`src/design/rsbn_pkg.sv`:
```
// shared constants, types and codes of the record sorter
`default_nettype none
package rsbn_pkg;

  localparam int RECORDS    = 32;
  localparam int NAME_WORDS = 4;

  localparam int SLOT_W   = 5;
  localparam int RIDX_W   = $clog2(RECORDS);
  localparam int RCNT_W   = $clog2(RECORDS + 1);
  localparam int WIDX_W   = (NAME_WORDS > 1) ? $clog2(NAME_WORDS) : 1;
  localparam int CCNT_W   = $clog2(NAME_WORDS + 1);
  localparam int NADDR_W  = $clog2(RECORDS * NAME_WORDS);

  // per-record side fields, len is the number of name words written
  typedef struct packed {
    logic [CCNT_W-1:0] len;
    logic [31:0]       num;
    logic [30:0]       id;
    logic              empty;
  } rec_info_t;

  // write and read requests into the record store
  typedef struct packed {
    logic               name_we;
    logic [NADDR_W-1:0] name_waddr;
    logic [63:0]        name_wdata;
    logic [NADDR_W-1:0] name_raddr;
    logic               info_we;
    logic [RIDX_W-1:0]  info_waddr;
    rec_info_t          info_wdata;
    logic [RIDX_W-1:0]  info_raddr;
  } store_req_t;

  // outcome of comparing one name word
  typedef enum logic [1:0] {
    CMP_LT   = 2'd0,
    CMP_GT   = 2'd1,
    CMP_END  = 2'd2,
    CMP_MORE = 2'd3
  } cmp_e;

endpackage
`default_nettype wire

```
`src/design/rsbn_word_cmp.sv`:
```
// strcmp step over one 64-bit name word, first byte most significant
`default_nettype none
module rsbn_word_cmp (
  input  wire logic [63:0]  a_i,
  input  wire logic [63:0]  b_i,
  output rsbn_pkg::cmp_e    res_o
);
  import rsbn_pkg::*;

  // first differing byte decides, a zero byte in both ends the name
  always_comb begin
    logic       done;
    logic [7:0] ca;
    logic [7:0] cb;
    done  = 1'b0;
    res_o = CMP_MORE;
    for (int k = 0; k < 8; k++) begin
      ca = a_i[63 - 8*k -: 8];
      cb = b_i[63 - 8*k -: 8];
      if (!done) begin
        if (ca != cb) begin
          res_o = (ca < cb) ? CMP_LT : CMP_GT;
          done  = 1'b1;
        end else if (ca == 8'd0) begin
          res_o = CMP_END;
          done  = 1'b1;
        end
      end
    end
  end

endmodule
`default_nettype wire

```
`config.mk`:
```
export PLATFORM = sky130hd
export DESIGN_NAME = rsbn_word_cmp
export DESIGN_NICKNAME = d
export VERILOG_FILES = /design/src/design/rsbn_pkg.sv /design/src/design/rsbn_word_cmp.sv
export SDC_FILE = /design/constraint.sdc
export NUM_CORES = 1
export LEC_CHECK = 0
export ABC_AREA = 1
export BUFFER_PORTS_ARGS = -buffer_cell sky130_fd_sc_hd__buf_2
export CORE_UTILIZATION = 47
export DETAILED_ROUTE_END_ITERATION = 8
export PLACE_DENSITY_LB_ADDON = 0.12
export SLEW_MARGIN = 20
export SYNTH_ARGS = -nofsm -noshare
export SYNTH_HDL_FRONTEND = slang
export SYNTH_SLANG_ARGS = --single-unit
```
`constraint.sdc`:
```
create_clock -name vclk -period 2.5
set_input_delay 0.375 -clock vclk [all_inputs]
set_output_delay 0.375 -clock vclk [all_outputs]
set_load 0.05 [all_outputs]
```
* Word-level counts from Yosys, hierarchy flattened
Index checks and enable logic that the tools add are counted.
** Word-level totals
- Bits in registers :: 0
- Bits of input ports :: 128
** Cells by class
- $lt $le $gt $ge :: 8
- Eq/ne operators :: 8
- Multiplexer cells :: 51
- Reductions and logical operators :: 8
** Operators by type and width (number)
- 8-bit zero test :: 8
- 8-bit less-than comparator :: 8
- 8-bit inequality test :: 8
- 2-bit 2-to-1 mux :: 22
- 1-bit 2-to-1 mux :: 29

* Depth between registers and ports, before layout
Gate-level depths: netlist of the first run.
- Word-level depth :: 24
- Depth in mapped cells :: 16
- Depth with buffers taken out :: 16

* Least setup slack after synthesis of the first run
No wires, ideal clock.
- Kind :: input port to output port
- Start :: input b_i[39]
- End :: output res_o[1]
- Arrival time :: 2.111 ns
- Path slack :: 0.014 ns
- Stages :: 14
- Cells stage by stage :: inv_1 ha_1 nand2_2 nor2_4 nand2_2 inv_1 o21ai_1 nand2_1 nand2_1 nand2_1 nand2_1 nand2_1 nand4_1 a21oi_1
** On the way
- Word-level cells in the longest chain between the ends :: 15
- Elaborated cells between the ends (all ways) :: 20
- Those cells by class :: 1 x eq/ne; 19 x mux
** Ends and longest elaborated chain
- start: declaration :: line rsbn_word_cmp.sv:5 : input wire logic [63:0] b_i,
- 8-bit inequality test (*) :: line rsbn_word_cmp.sv:21 : if (ca != cb) begin
- 2-bit 2-to-1 mux :: line rsbn_word_cmp.sv:21
- 2-bit 2-to-1 mux :: line rsbn_word_cmp.sv:20 : if (!done) begin
- 2-bit 2-to-1 mux :: line rsbn_word_cmp.sv:24 : end else if (ca == 8'd0) begin
- 2-bit 2-to-1 mux :: line rsbn_word_cmp.sv:21
- 2-bit 2-to-1 mux :: line rsbn_word_cmp.sv:20
- 2-bit 2-to-1 mux :: line rsbn_word_cmp.sv:24
- 2-bit 2-to-1 mux :: line rsbn_word_cmp.sv:21
- 2-bit 2-to-1 mux :: line rsbn_word_cmp.sv:20
- 2-bit 2-to-1 mux :: line rsbn_word_cmp.sv:24
- 2-bit 2-to-1 mux :: line rsbn_word_cmp.sv:21
- 2-bit 2-to-1 mux :: line rsbn_word_cmp.sv:20
- 2-bit 2-to-1 mux :: line rsbn_word_cmp.sv:24
- 2-bit 2-to-1 mux :: line rsbn_word_cmp.sv:21
- 2-bit 2-to-1 mux (*) :: line rsbn_word_cmp.sv:20
- end: declaration :: line rsbn_word_cmp.sv:6 : output rsbn_pkg::cmp_e res_o
Every way passes the cells marked *; elsewhere a longest branch is shown, timed or not.

* Worst setup path in the final report of the first run
- Start :: input a_i[35]
- End :: output res_o[0]
** On the way
- Word-level cells in the longest chain between the ends :: 16
- Elaborated cells between the ends (all ways) :: 25
- Those cells by class :: 1 x order compare; 1 x eq/ne; 22 x mux; 1 x reduce/logical
** Ends and longest elaborated chain
- start: declaration :: line rsbn_word_cmp.sv:4 : input wire logic [63:0] a_i,
- 8-bit less-than comparator or 8-bit zero test (tied branches) :: line rsbn_word_cmp.sv:22, rsbn_word_cmp.sv:24
- 1-bit 2-to-1 mux or 2-bit 2-to-1 mux (tied branches) :: line rsbn_word_cmp.sv:22, rsbn_word_cmp.sv:24
- 2-bit 2-to-1 mux :: line rsbn_word_cmp.sv:21
- 2-bit 2-to-1 mux :: line rsbn_word_cmp.sv:20
- 2-bit 2-to-1 mux :: line rsbn_word_cmp.sv:24
- 2-bit 2-to-1 mux :: line rsbn_word_cmp.sv:21
- 2-bit 2-to-1 mux :: line rsbn_word_cmp.sv:20
- 2-bit 2-to-1 mux :: line rsbn_word_cmp.sv:24
- 2-bit 2-to-1 mux :: line rsbn_word_cmp.sv:21
- 2-bit 2-to-1 mux :: line rsbn_word_cmp.sv:20
- 2-bit 2-to-1 mux :: line rsbn_word_cmp.sv:24
- 2-bit 2-to-1 mux :: line rsbn_word_cmp.sv:21
- 2-bit 2-to-1 mux :: line rsbn_word_cmp.sv:20
- 2-bit 2-to-1 mux :: line rsbn_word_cmp.sv:24
- 2-bit 2-to-1 mux :: line rsbn_word_cmp.sv:21
- 2-bit 2-to-1 mux (*) :: line rsbn_word_cmp.sv:20
Marked as above.

==> key figures, run 1 <==
Logic synthesis
  • Yosys warnings: 0
  • Average size of a mapped cell: 5.884 µm²
  • Top-area cell type share of the netlist area: 36.49%
  • Post-synth cell types: 25
  • Sequential cell area fraction in the yosys report: 0%
  • Synth Instances: 373
  • Cell Area, Synth: 0.002195 mm²
  • Largest cells by area after synthesis: ha_1 (36%), inv_1 (15%), nand2_1 (12%), nor2_1 (8.9%), a21oi_1 (6.8%)
  • Syn_nets: 565
  • Synth area leader: ha_1

STA
  • Period utilization: 95.47%
  • Crit path time final: 2387 ps
  • Final setup TNS: 0 ps
  • Slew HR: 83.11%
  • RSZ-0062 raised after global routing: true
  • Final setup viols: 0
  • Slew Viols, Final: 0
  • Hold Violations, Final: 0
  • Max Fclk: 419.0 MHz
  • Pin slew with the least headroom to its limit: 251.0 ps

Setup path
  • Crit Path Class: primary input to output pin
  • Crit path cell chain: buf_2 > ha_1 > nand2_1 > nor2_1 > nand2_2 > nor2_2 > nand3_2 > nor2_4 > nand4_2 > nor2_1 > nor2_1 > nand2_1 > nand2_1 > nand2_1 > buf_6
  • CP top delay family: simple AND/OR/NAND/NOR gates
  • Worst path buffer plus inverter count: 2
  • CP Capture Type: output pin
  • Critical path's slowest cell: ha_1
  • Crit path largest cell delay: 300 ps
  • Critical path's most frequent cell: nand2_1
  • Nature of the critical path startpoint: primary input
  • Worst Path Required: 2120 ps
  • Crit-path max FO: 4
  • Critical Path AT: 2010 ps

Global route
  • GR Overflow Total: 0
  • Largest net degree at the start of global routing: 6
  • Gr usage total: 19.38%
  • Initial antenna violation count: 0
  • Vias in the first global route: 2342
  • First-pass GRT wire length: 8549 µm

Finish
  • CLK BUF: 0
  • Number of antenna diodes: 0
  • Final core utilization: 68.45%
  • FFs & Latches: 0
  • FF+latch area: 0 µm²
  • Final #Nets: 699
  • Design area: 0.003022 mm²
  • Layout area overhead: 37.69%
  • Commonest non-fill, non-tap cells in the layout: buf_2 (128), inv_1 (85), nand2_1 (69)
  • Commonest non-fill, non-tap cell in the layout: buf_2
  • Cell Count, Final, Fillers Out: 557
  • Share of layout cells above drive strength 1: 33.47%

Place
  • Placed cell count: 555
  • Input/output buffers: 130
  • Final weighted congestion in routability-driven placement: 0.7916
  • HPWL Detailed: 4679 µm
  • Area after DPL: 0.002910 mm²

Min path
  • Hold Path End: res_o[0]
  • Worst min-delay path category: primary input to output pin
  • Worst hold start: a_i[7]
  • Hold depth: 6

Detailed routing
  • DRT Wirelength: 4975 µm
  • 1st-pass router iterations: 4
  • Drt wl/cell: 8.932 µm
  • Antenna Nets Post-Route: 0
  • Via count: 2666
  • Post-DR vias/cell: 4.786
  • DRC Markers: 0
  • Initial drt markers: 55

Run
  • Maxcap violations: 0

Die
  • Initial Utilization: 49.72%
  • Top Ports: 130
  • Die W: 70.33 µm
  • Die area: 0.004946 mm²
  • Row cnt: 24
  • Die Y: 70.33 µm
  • Core area: 0.004414 mm²

Pwr
  • Power Density: 135.3 mW/mm²
  • Total power: 409.0 µW
  • Static Leak: 1.916 nW
  • VDD IR-drop max: 66.52 µV

Run status
  • Run status: finished, final reports clean

Clocking
  • CTS Hold Bufs: 0
## tightest hold or removal path: cells and delay by family
family | cells | cell delay (ps)
AO/OA/AOI/OAI | 1 | 110
AND/OR/NAND/NOR | 3 | 180
buffers and inverters | 2 | 250
## metrics by stage
| step | hold WS, ps | setup WS (ps) |
|---|---|---|
| 6_report | 1289 | 113.2 |
| 5_1_grt | 1358 | -23.16 |
| 4_1_cts | 1308 | 39.43 |
| 3_5_place_dp | 1362 | -17.97 |
| 3_3_place_gp | 1371 | -8.902 |
| 2_1_floorplan | 1225 | 14.39 |
## logic make-up after synthesis
group           share of synthesized area, %
compound gates                         11.80
fa+ha+maj                              36.49
buf+inv                                15.28
simple gates                           36.43
## how the worst max path moves through the flow
stage                       start  slack, ps  endpoint  cells past startpoint
after floorplan           b_i[39]         10  res_o[1]                     14
after global placement    a_i[59]         -9  res_o[0]                     17
after detailed placement  a_i[47]        -20  res_o[0]                     17
after CTS                 a_i[47]         40  res_o[0]                     17
after global routing      b_i[35]        -20  res_o[0]                     16
final                     a_i[35]        110  res_o[0]                     15
## cell usage after synthesis (all sizes together)
library cell  number
inv               87
nand2             80
ha                64
nor2              63
a21oi             30
nand4             11
o21ai             11
nand3             10
nand3b             3
nor4               3
nor3               2
o21a               2
o21bai             2
a21o               1
and2               1
clkinv             1
o211ai             1
o221ai             1
## routing by layer
| metal | wire, µm | track usage, % | vias to the layer above | share of wire [%] |
|---|---|---|---|---|
| li1 | - | - | 1459 | - |
| met1 | 2289 | 24.46 | 1131 | 46 |
| met2 | 2381 | 36.40 | 74 | 48 |
| met3 | 296 | 1.732 | 2 | 5.9 |
| met4 | 7 | 1.556 | 0 | 0.14 |
| met5 | 0 | 0 | - | 0 |
## final cells by class
type                            count  area (µm²)
Fill cell                         404        1393
Inverter                           88       335.3
Multi-Input combinational cell    285        1947
Tap cell                           52       65.06
Timing Repair Buffer              132       674.4
## repair_timing
| action | 4_1_cts | 5_1_grt |
|---|---|---|
| gates resized for setup | 1 | 19 |
| setup endpoints to repair | 1 | 2 |
| pin swaps | 0 | 16 |
| setup buffers | 0 | 2 |
| hold endpoints to repair | 0 | 0 |
## report_power, final
group          switching (mW)  internal [mW]  total [mW]  leakage, nW
logic                   0.210          0.199       0.409         1.92
clock network               0              0           0            0
registers                   0              0           0            0
total                   0.210          0.199       0.409         1.92
Power figures use the tool's default switching activity.
==> inputs of run 2 (changes only) <==
--- a/config.mk
+++ b/config.mk
@@ -5,9 +5,8 @@
 export SDC_FILE = /design/constraint.sdc
 export NUM_CORES = 1
 export LEC_CHECK = 0
-export ABC_AREA = 1
 export BUFFER_PORTS_ARGS = -buffer_cell sky130_fd_sc_hd__buf_2
-export CORE_UTILIZATION = 47
+export CORE_UTILIZATION = 45
 export DETAILED_ROUTE_END_ITERATION = 8
 export PLACE_DENSITY_LB_ADDON = 0.12
 export SLEW_MARGIN = 20
==> run 2 against run 1 <==
Compared with the run above:
- the flow now finishes with violations (setup timing)
- worst hold slack lost 76 ps
- synthesized cell count down 26%
- sequential share of layout area unchanged
- total power rose by 56%
- count of clock-buffer cells in the layout unchanged
- die area decreased by 7.4%
- routed wire length increased by 100%
- worst setup slack got worse by 330 ps
- final cell count decreased by 8.4%
- via count is 20% higher
- critical endpoint unchanged
==> key figures, run 2 <==
Run status
  • Run status: finished with violations
  • Failing checks: setup timing

Finish
  • Number of antenna diodes: 0 (unchanged)
  • Final #Nets: 654 (-6.4%)
  • CLK BUF: 0 (unchanged)
  • Commonest non-fill, non-tap cell in the layout: buf_2
  • Layout area overhead: 94.26%
  • Share of layout cells above drive strength 1: 56.09% (+23 points)
  • Commonest non-fill, non-tap cells in the layout: buf_2 (98), buf_4 (52), inv_1 (44)
  • Design area: 0.003770 mm² (+25%)
  • FF+latch area: 0 µm² (unchanged)
  • FFs & Latches: 0 (unchanged)

Logic synthesis
  • Yosys warnings: 0 (unchanged)
  • Top-area cell type share of the netlist area: 41.26% (+4.8 points)
  • Post-synth cell types: 37 (+48%)
  • Sequential cell area fraction in the yosys report: 0% (unchanged)
  • Largest cells by area after synthesis: ha_1 (41%), inv_1 (13%), nor4_1 (5.5%), a21oi_1 (5.4%), nand4_1 (4.8%)
  • Synth Instances: 277 (-26%)
  • Synth area leader: ha_1
  • Most instantiated cells after synthesis: inv_1 (65), ha_1 (64), a21oi_1 (21)
  • Cell Area, Synth: 0.001941 mm² (-12%)
  • Most common cell in the netlist: inv_1
  • Syn_nets: 469 (-17%)
  • Average size of a mapped cell: 7.006 µm² (+19%)

Run
  • Maxcap violations: 0 (unchanged)

STA
  • Slew Viols, Final: 0 (unchanged)
  • Worst setup margin: -221.7 ps (-334.8 ps)
  • Min Hold Slack: 1213 ps (-75.76 ps)
  • Pin slew with the least headroom to its limit: 560.4 ps (+309.4 ps)
  • Period utilization: 108.9% (+13 points)
  • Max Fclk: 367.4 MHz (-12%)
  • Hold Violations, Final: 0 (unchanged)
  • Final setup viols: 2 (+2)
  • RSZ-0062 raised after global routing: true
  • Crit path time final: 2722 ps (+334.8 ps)
  • Slew HR: 62.42% (-21 points)

Clocking
  • CTS Hold Bufs: 0 (unchanged)

Detailed routing
  • Via count: 3212 (+20%)
  • Initial drt markers: 246 (+350%)
  • DRC Markers: 0 (unchanged)
  • DRT Wirelength: 9999 µm (+100%)
  • Drt wl/cell: 19.61 µm (+120%)
  • Post-DR vias/cell: 6.298 (+32%)
  • Antenna Nets Post-Route: 0 (unchanged)
  • 1st-pass router iterations: 5 (+1)

Place
  • Place WS: -203.7 ps (-185.7 ps)
  • Input/output buffers: 130 (unchanged)
  • Area after DPL: 0.003029 mm² (+4.1%)
  • Final weighted congestion in routability-driven placement: 0.7566 (-4.4%)
  • HPWL Detailed: 5143 µm (+9.9%)

Global route
  • Largest net degree at the start of global routing: 5 (-1)
  • Gr usage total: 27.72% (+8.3 points)
  • Initial antenna violation count: 0 (unchanged)
  • First-pass GRT wire length: 10200 µm (+19%)
  • GR Overflow Total: 0 (unchanged)
  • Vias in the first global route: 2610 (+11%)

Pwr
  • VDD IR-drop max: 123.2 µV (+85%)
  • Total power: 637.9 µW (+56%)
  • Static Leak: 1.868 nW (-2.5%)
  • Power Density: 169.2 mW/mm² (+25%)

Die
  • Top Ports: 130 (unchanged)
  • Row cnt: 23 (-4.2%)
  • Die Y: 67.67 µm (-3.8%)
  • Initial Utilization: 47.83% (-1.9 points)
  • Core area: 0.004058 mm² (-8.1%)
  • Die W: 67.67 µm (-3.8%)
  • Die area: 0.004579 mm² (-7.4%)

Setup path
  • Crit-path max FO: 4 (unchanged)
  • Crit Path Class: primary input to output pin
  • CP Capture Type: output pin
  • Worst Path Required: 2120 ps (about the same)
  • Nature of the critical path startpoint: primary input
  • Critical Path AT: 2350 ps (+340 ps)

Min path
  • Worst min-delay path category: primary input to output pin
run 2: cell count changes in the layout (fill, tap and decap cells not counted), sizes merged, moves of 4 or more:
cell | previous run | this run
nand2 | 80 | 12
buf | 132 | 183
nor2 | 63 | 15
inv | 87 | 65
nor4 | 3 | 17
a211oi | 0 | 9
a21oi | 30 | 21
nand4 | 11 | 17
nor2b | 0 | 5
o211ai | 1 | 5
run 2: final timing paths:
| kind | startpoint | endpoint | slack, ps | cells after the start |
|---|---|---|---|---|
| worst max-delay path | a_i[29] | res_o[0] | -220 | 9 |
| worst min-delay path | a_i[60] | res_o[1] | 1210 | 5 |
run 2: timing repair:
action / 4_1_cts / 5_1_grt
hold endpoints to repair: 0 / 0
setup endpoints to repair: 1 / 2
setup buffers: 3 / 3
gates cloned: 0 / 0
resized for setup: 51 / 69
pin swaps: 22 / 28
run 2: area by class of cell:
type | count | area, µm²
timing repair buffer | 183 | 1260
fill | 158 | 287.8
inverter | 65 | 251.5
tap | 50 | 62.56
multi-input combinational | 212 | 2196
run 2: cells by family after synthesis:
kind of cell | after synthesis | share of synthesized area [%]
simple gates | 85 | 24.11
buf+inv | 65 | 12.57
fa+ha+maj | 64 | 41.26
compound gates | 63 | 22.05
run 2: metrics by stage:
| step | util, % | setup TNS, ps | instances |
|---|---|---|---|
| after floorplan | - | -15.63 | 277 |
| after global placement | 74.65 | -160.9 | 504 |
| after detailed placement | 74.65 | -203.7 | 504 |
| after CTS | 83.47 | -58.89 | 507 |
| after global routing | 92.91 | -599.0 | 510 |
| final | 92.91 | -281.0 | 510 |
run 2: critical path, cell delays in order:
cell      delay [ps]
buf_2            110
ha_1             320
nand4_1          150
a211o_2          400
o21a_1           230
a211oi_2         260
o221ai_2         180
a21oi_4          140
buf_6            170
run 2: per-layer routing:
metal,global-route usage [%],part of all wire [%],vias to the layer above
li1,-,-,1382
met1,30.71,33,1412
met2,54.70,49,303
met3,3.885,9.7,115
met4,5.053,8.8,0
met5,0,0,-
run 2: power by group:
part	switching [mW]	internal, mW
registers	0	0
logic	0.304	0.334
clock network	0	0
==> inputs of run 3 (changes only) <==
--- a/config.mk
+++ b/config.mk
@@ -6,7 +6,9 @@
 export NUM_CORES = 1
 export LEC_CHECK = 0
 export BUFFER_PORTS_ARGS = -buffer_cell sky130_fd_sc_hd__buf_2
-export CORE_UTILIZATION = 45
+export CELL_PAD_IN_SITES_DETAIL_PLACEMENT = 1
+export CELL_PAD_IN_SITES_GLOBAL_PLACEMENT = 2
+export CORE_UTILIZATION = 22
 export DETAILED_ROUTE_END_ITERATION = 8
 export PLACE_DENSITY_LB_ADDON = 0.12
 export SLEW_MARGIN = 20
==> run 3 against run 2 <==
Compared with the run above:
- via count decreased by 17%
- routed wire length fell by 24%
- non-clock buffer count is 15 higher
- critical path depth did not move
- worst hold slack worse by 8.7 ps
- the flow still finishes with violations (setup timing)
==> key figures, run 3 (synthesized netlist as in run 2, its figures left out) <==
Place
  • Input/output buffers: 130 (unchanged)
  • HPWL Detailed: 6503 µm (+26%)
  • Area after DPL: 0.003203 mm² (+5.7%)
  • Final weighted congestion in routability-driven placement: 0.7376 (-2.5%)

Setup path
  • CP Capture Type: output pin
  • Nature of the critical path startpoint: primary input
  • Crit-path max FO: 3 (-1)
  • CP Capture Point: res_o[0]
  • Critical Path Source: a_i[60]
  • Worst Path Required: 2120 ps (about the same)
  • Crit Path Class: primary input to output pin
  • Critical Path AT: 2210 ps (-140 ps)

Detailed routing
  • Antenna Nets Post-Route: 0 (unchanged)
  • Via count: 2671 (-17%)
  • Post-DR vias/cell: 4.605 (-27%)
  • DRT Wirelength: 7564 µm (-24%)
  • 1st-pass router iterations: 4 (-1)
  • Drt wl/cell: 13.04 µm (-33%)
  • DRC Markers: 0 (unchanged)
  • Initial drt markers: 25 (-90%)

STA
  • Hold Violations, Final: 0 (unchanged)
  • Max Fclk: 386.6 MHz (+5.2%)
  • Slew Viols, Final: 0 (unchanged)
  • Worst setup margin: -86.75 ps (+134.9 ps)
  • Period utilization: 103.5% (-5.4 points)
  • Slew HR: 62.52% (+0.11 points)
  • Final setup TNS: -86.75 ps (+194.3 ps)
  • Final setup viols: 1 (-1)
  • Min Hold Slack: 1204 ps (-8.740 ps)
  • Pin slew with the least headroom to its limit: 558.8 ps (-1.603 ps)
  • RSZ-0062 raised after global routing: true
  • Crit path time final: 2587 ps (-134.9 ps)

Global route
  • GR Overflow Total: 0 (unchanged)
  • First-pass GRT wire length: 11670 µm (+14%)
  • Initial antenna violation count: 0 (unchanged)
  • Largest net degree at the start of global routing: 5 (unchanged)
  • Gr usage total: 15.53% (-12 points)
  • Vias in the first global route: 2741 (+5.0%)

Die
  • Die W: 95.92 µm (+42%)
  • Die Y: 95.92 µm (+42%)
  • Row cnt: 33 (+43%)
  • Core area: 0.008382 mm² (+110%)
  • Top Ports: 130 (unchanged)
  • Die area: 0.009201 mm² (+100%)
  • Initial Utilization: 23.15% (-25 points)

Finish
  • Layout area overhead: 99.61%
  • CLK BUF: 0 (unchanged)
  • Final core utilization: 46.22% (-47 points)
  • Commonest non-fill, non-tap cells in the layout: buf_2 (106), buf_4 (67), inv_1 (48)
  • Final #Nets: 669 (+2.3%)
  • Number of antenna diodes: 0 (unchanged)
  • Design area: 0.003874 mm² (+2.8%)
  • Share of layout cells above drive strength 1: 56.63% (+0.54 points)
  • FF+latch area: 0 µm² (unchanged)
  • FFs & Latches: 0 (unchanged)
  • Commonest non-fill, non-tap cell in the layout: buf_2

Pwr
  • Power Density: 149.0 mW/mm² (-12%)
  • Static Leak: 1.936 nW (+3.7%)
  • Total power: 577.1 µW (-9.5%)
  • VDD IR-drop max: 62.67 µV (-49%)

Run status
  • Failing checks: setup timing
  • Run status: finished with violations

Clocking
  • CTS Hold Bufs: 0 (unchanged)

Run
  • Maxcap violations: 0 (unchanged)

Min path
  • Worst min-delay path category: primary input to output pin
==> run 3: worst min path at each step <==
stage / cells after the start / slack (ps) / end / startpoint
after detailed placement: 5 / 1280 / res_o[1] / a_i[60]
after floorplan: 3 / 1020 / res_o[1] / a_i[63]
after global routing: 5 / 1250 / res_o[1] / a_i[60]
after CTS: 5 / 1230 / res_o[1] / a_i[60]
final: 5 / 1200 / res_o[1] / a_i[60]
after global placement: 5 / 1260 / res_o[1] / a_i[60]
==> run 3: worst max-delay path, stage by stage <==
cell,delay (ps)
buf_2,120
ha_1,270
nand4_1,150
a211oi_2,350
nand4_4,180
nor4_4,350
a2111oi_4,120
a21oi_4,150
buf_8,160
==> run 3: metal layers <==
metal	wire length, µm	vias up	share of wire, %	global-route usage [%]
met4	0	0	0	0
met1	3443	1187	46	20.34
met3	385	0	5.1	1.264
li1	-	1409	-	-
met5	0	-	0	0
met2	3735	75	49	29.17
==> run 3: metrics by stage <==
| step | std cells | worst slack (ps) |
|---|---|---|
| floorplan | 277 | -15.63 |
| global placement | 573 | -320.4 |
| detailed placement | 573 | -299.0 |
| CTS | 577 | -99.53 |
| global route | 580 | -156.6 |
| finish | 580 | -86.75 |
==> run 3: final cells by class <==
type / instances / area [µm²]
Fill cell: 1067 / 4508
Tap cell: 105 / 131.4
Inverter: 65 / 249.0
Multi-Input combinational cell: 212 / 2167
Timing Repair Buffer: 198 / 1326
==> run 3: report_power, final <==
part / switching (mW) / total [mW] / internal [mW]
sequential: 0 / 0 / 0
clock: 0 / 0 / 0
combinational: 0.255 / 0.577 / 0.322
==> run 3: what timing repair did <==
action,4_1_cts,5_1_grt
pin swaps,21,24
setup endpoints to repair,2,2
gates resized for setup,51,55
cloned,0,0
setup buffers,4,3
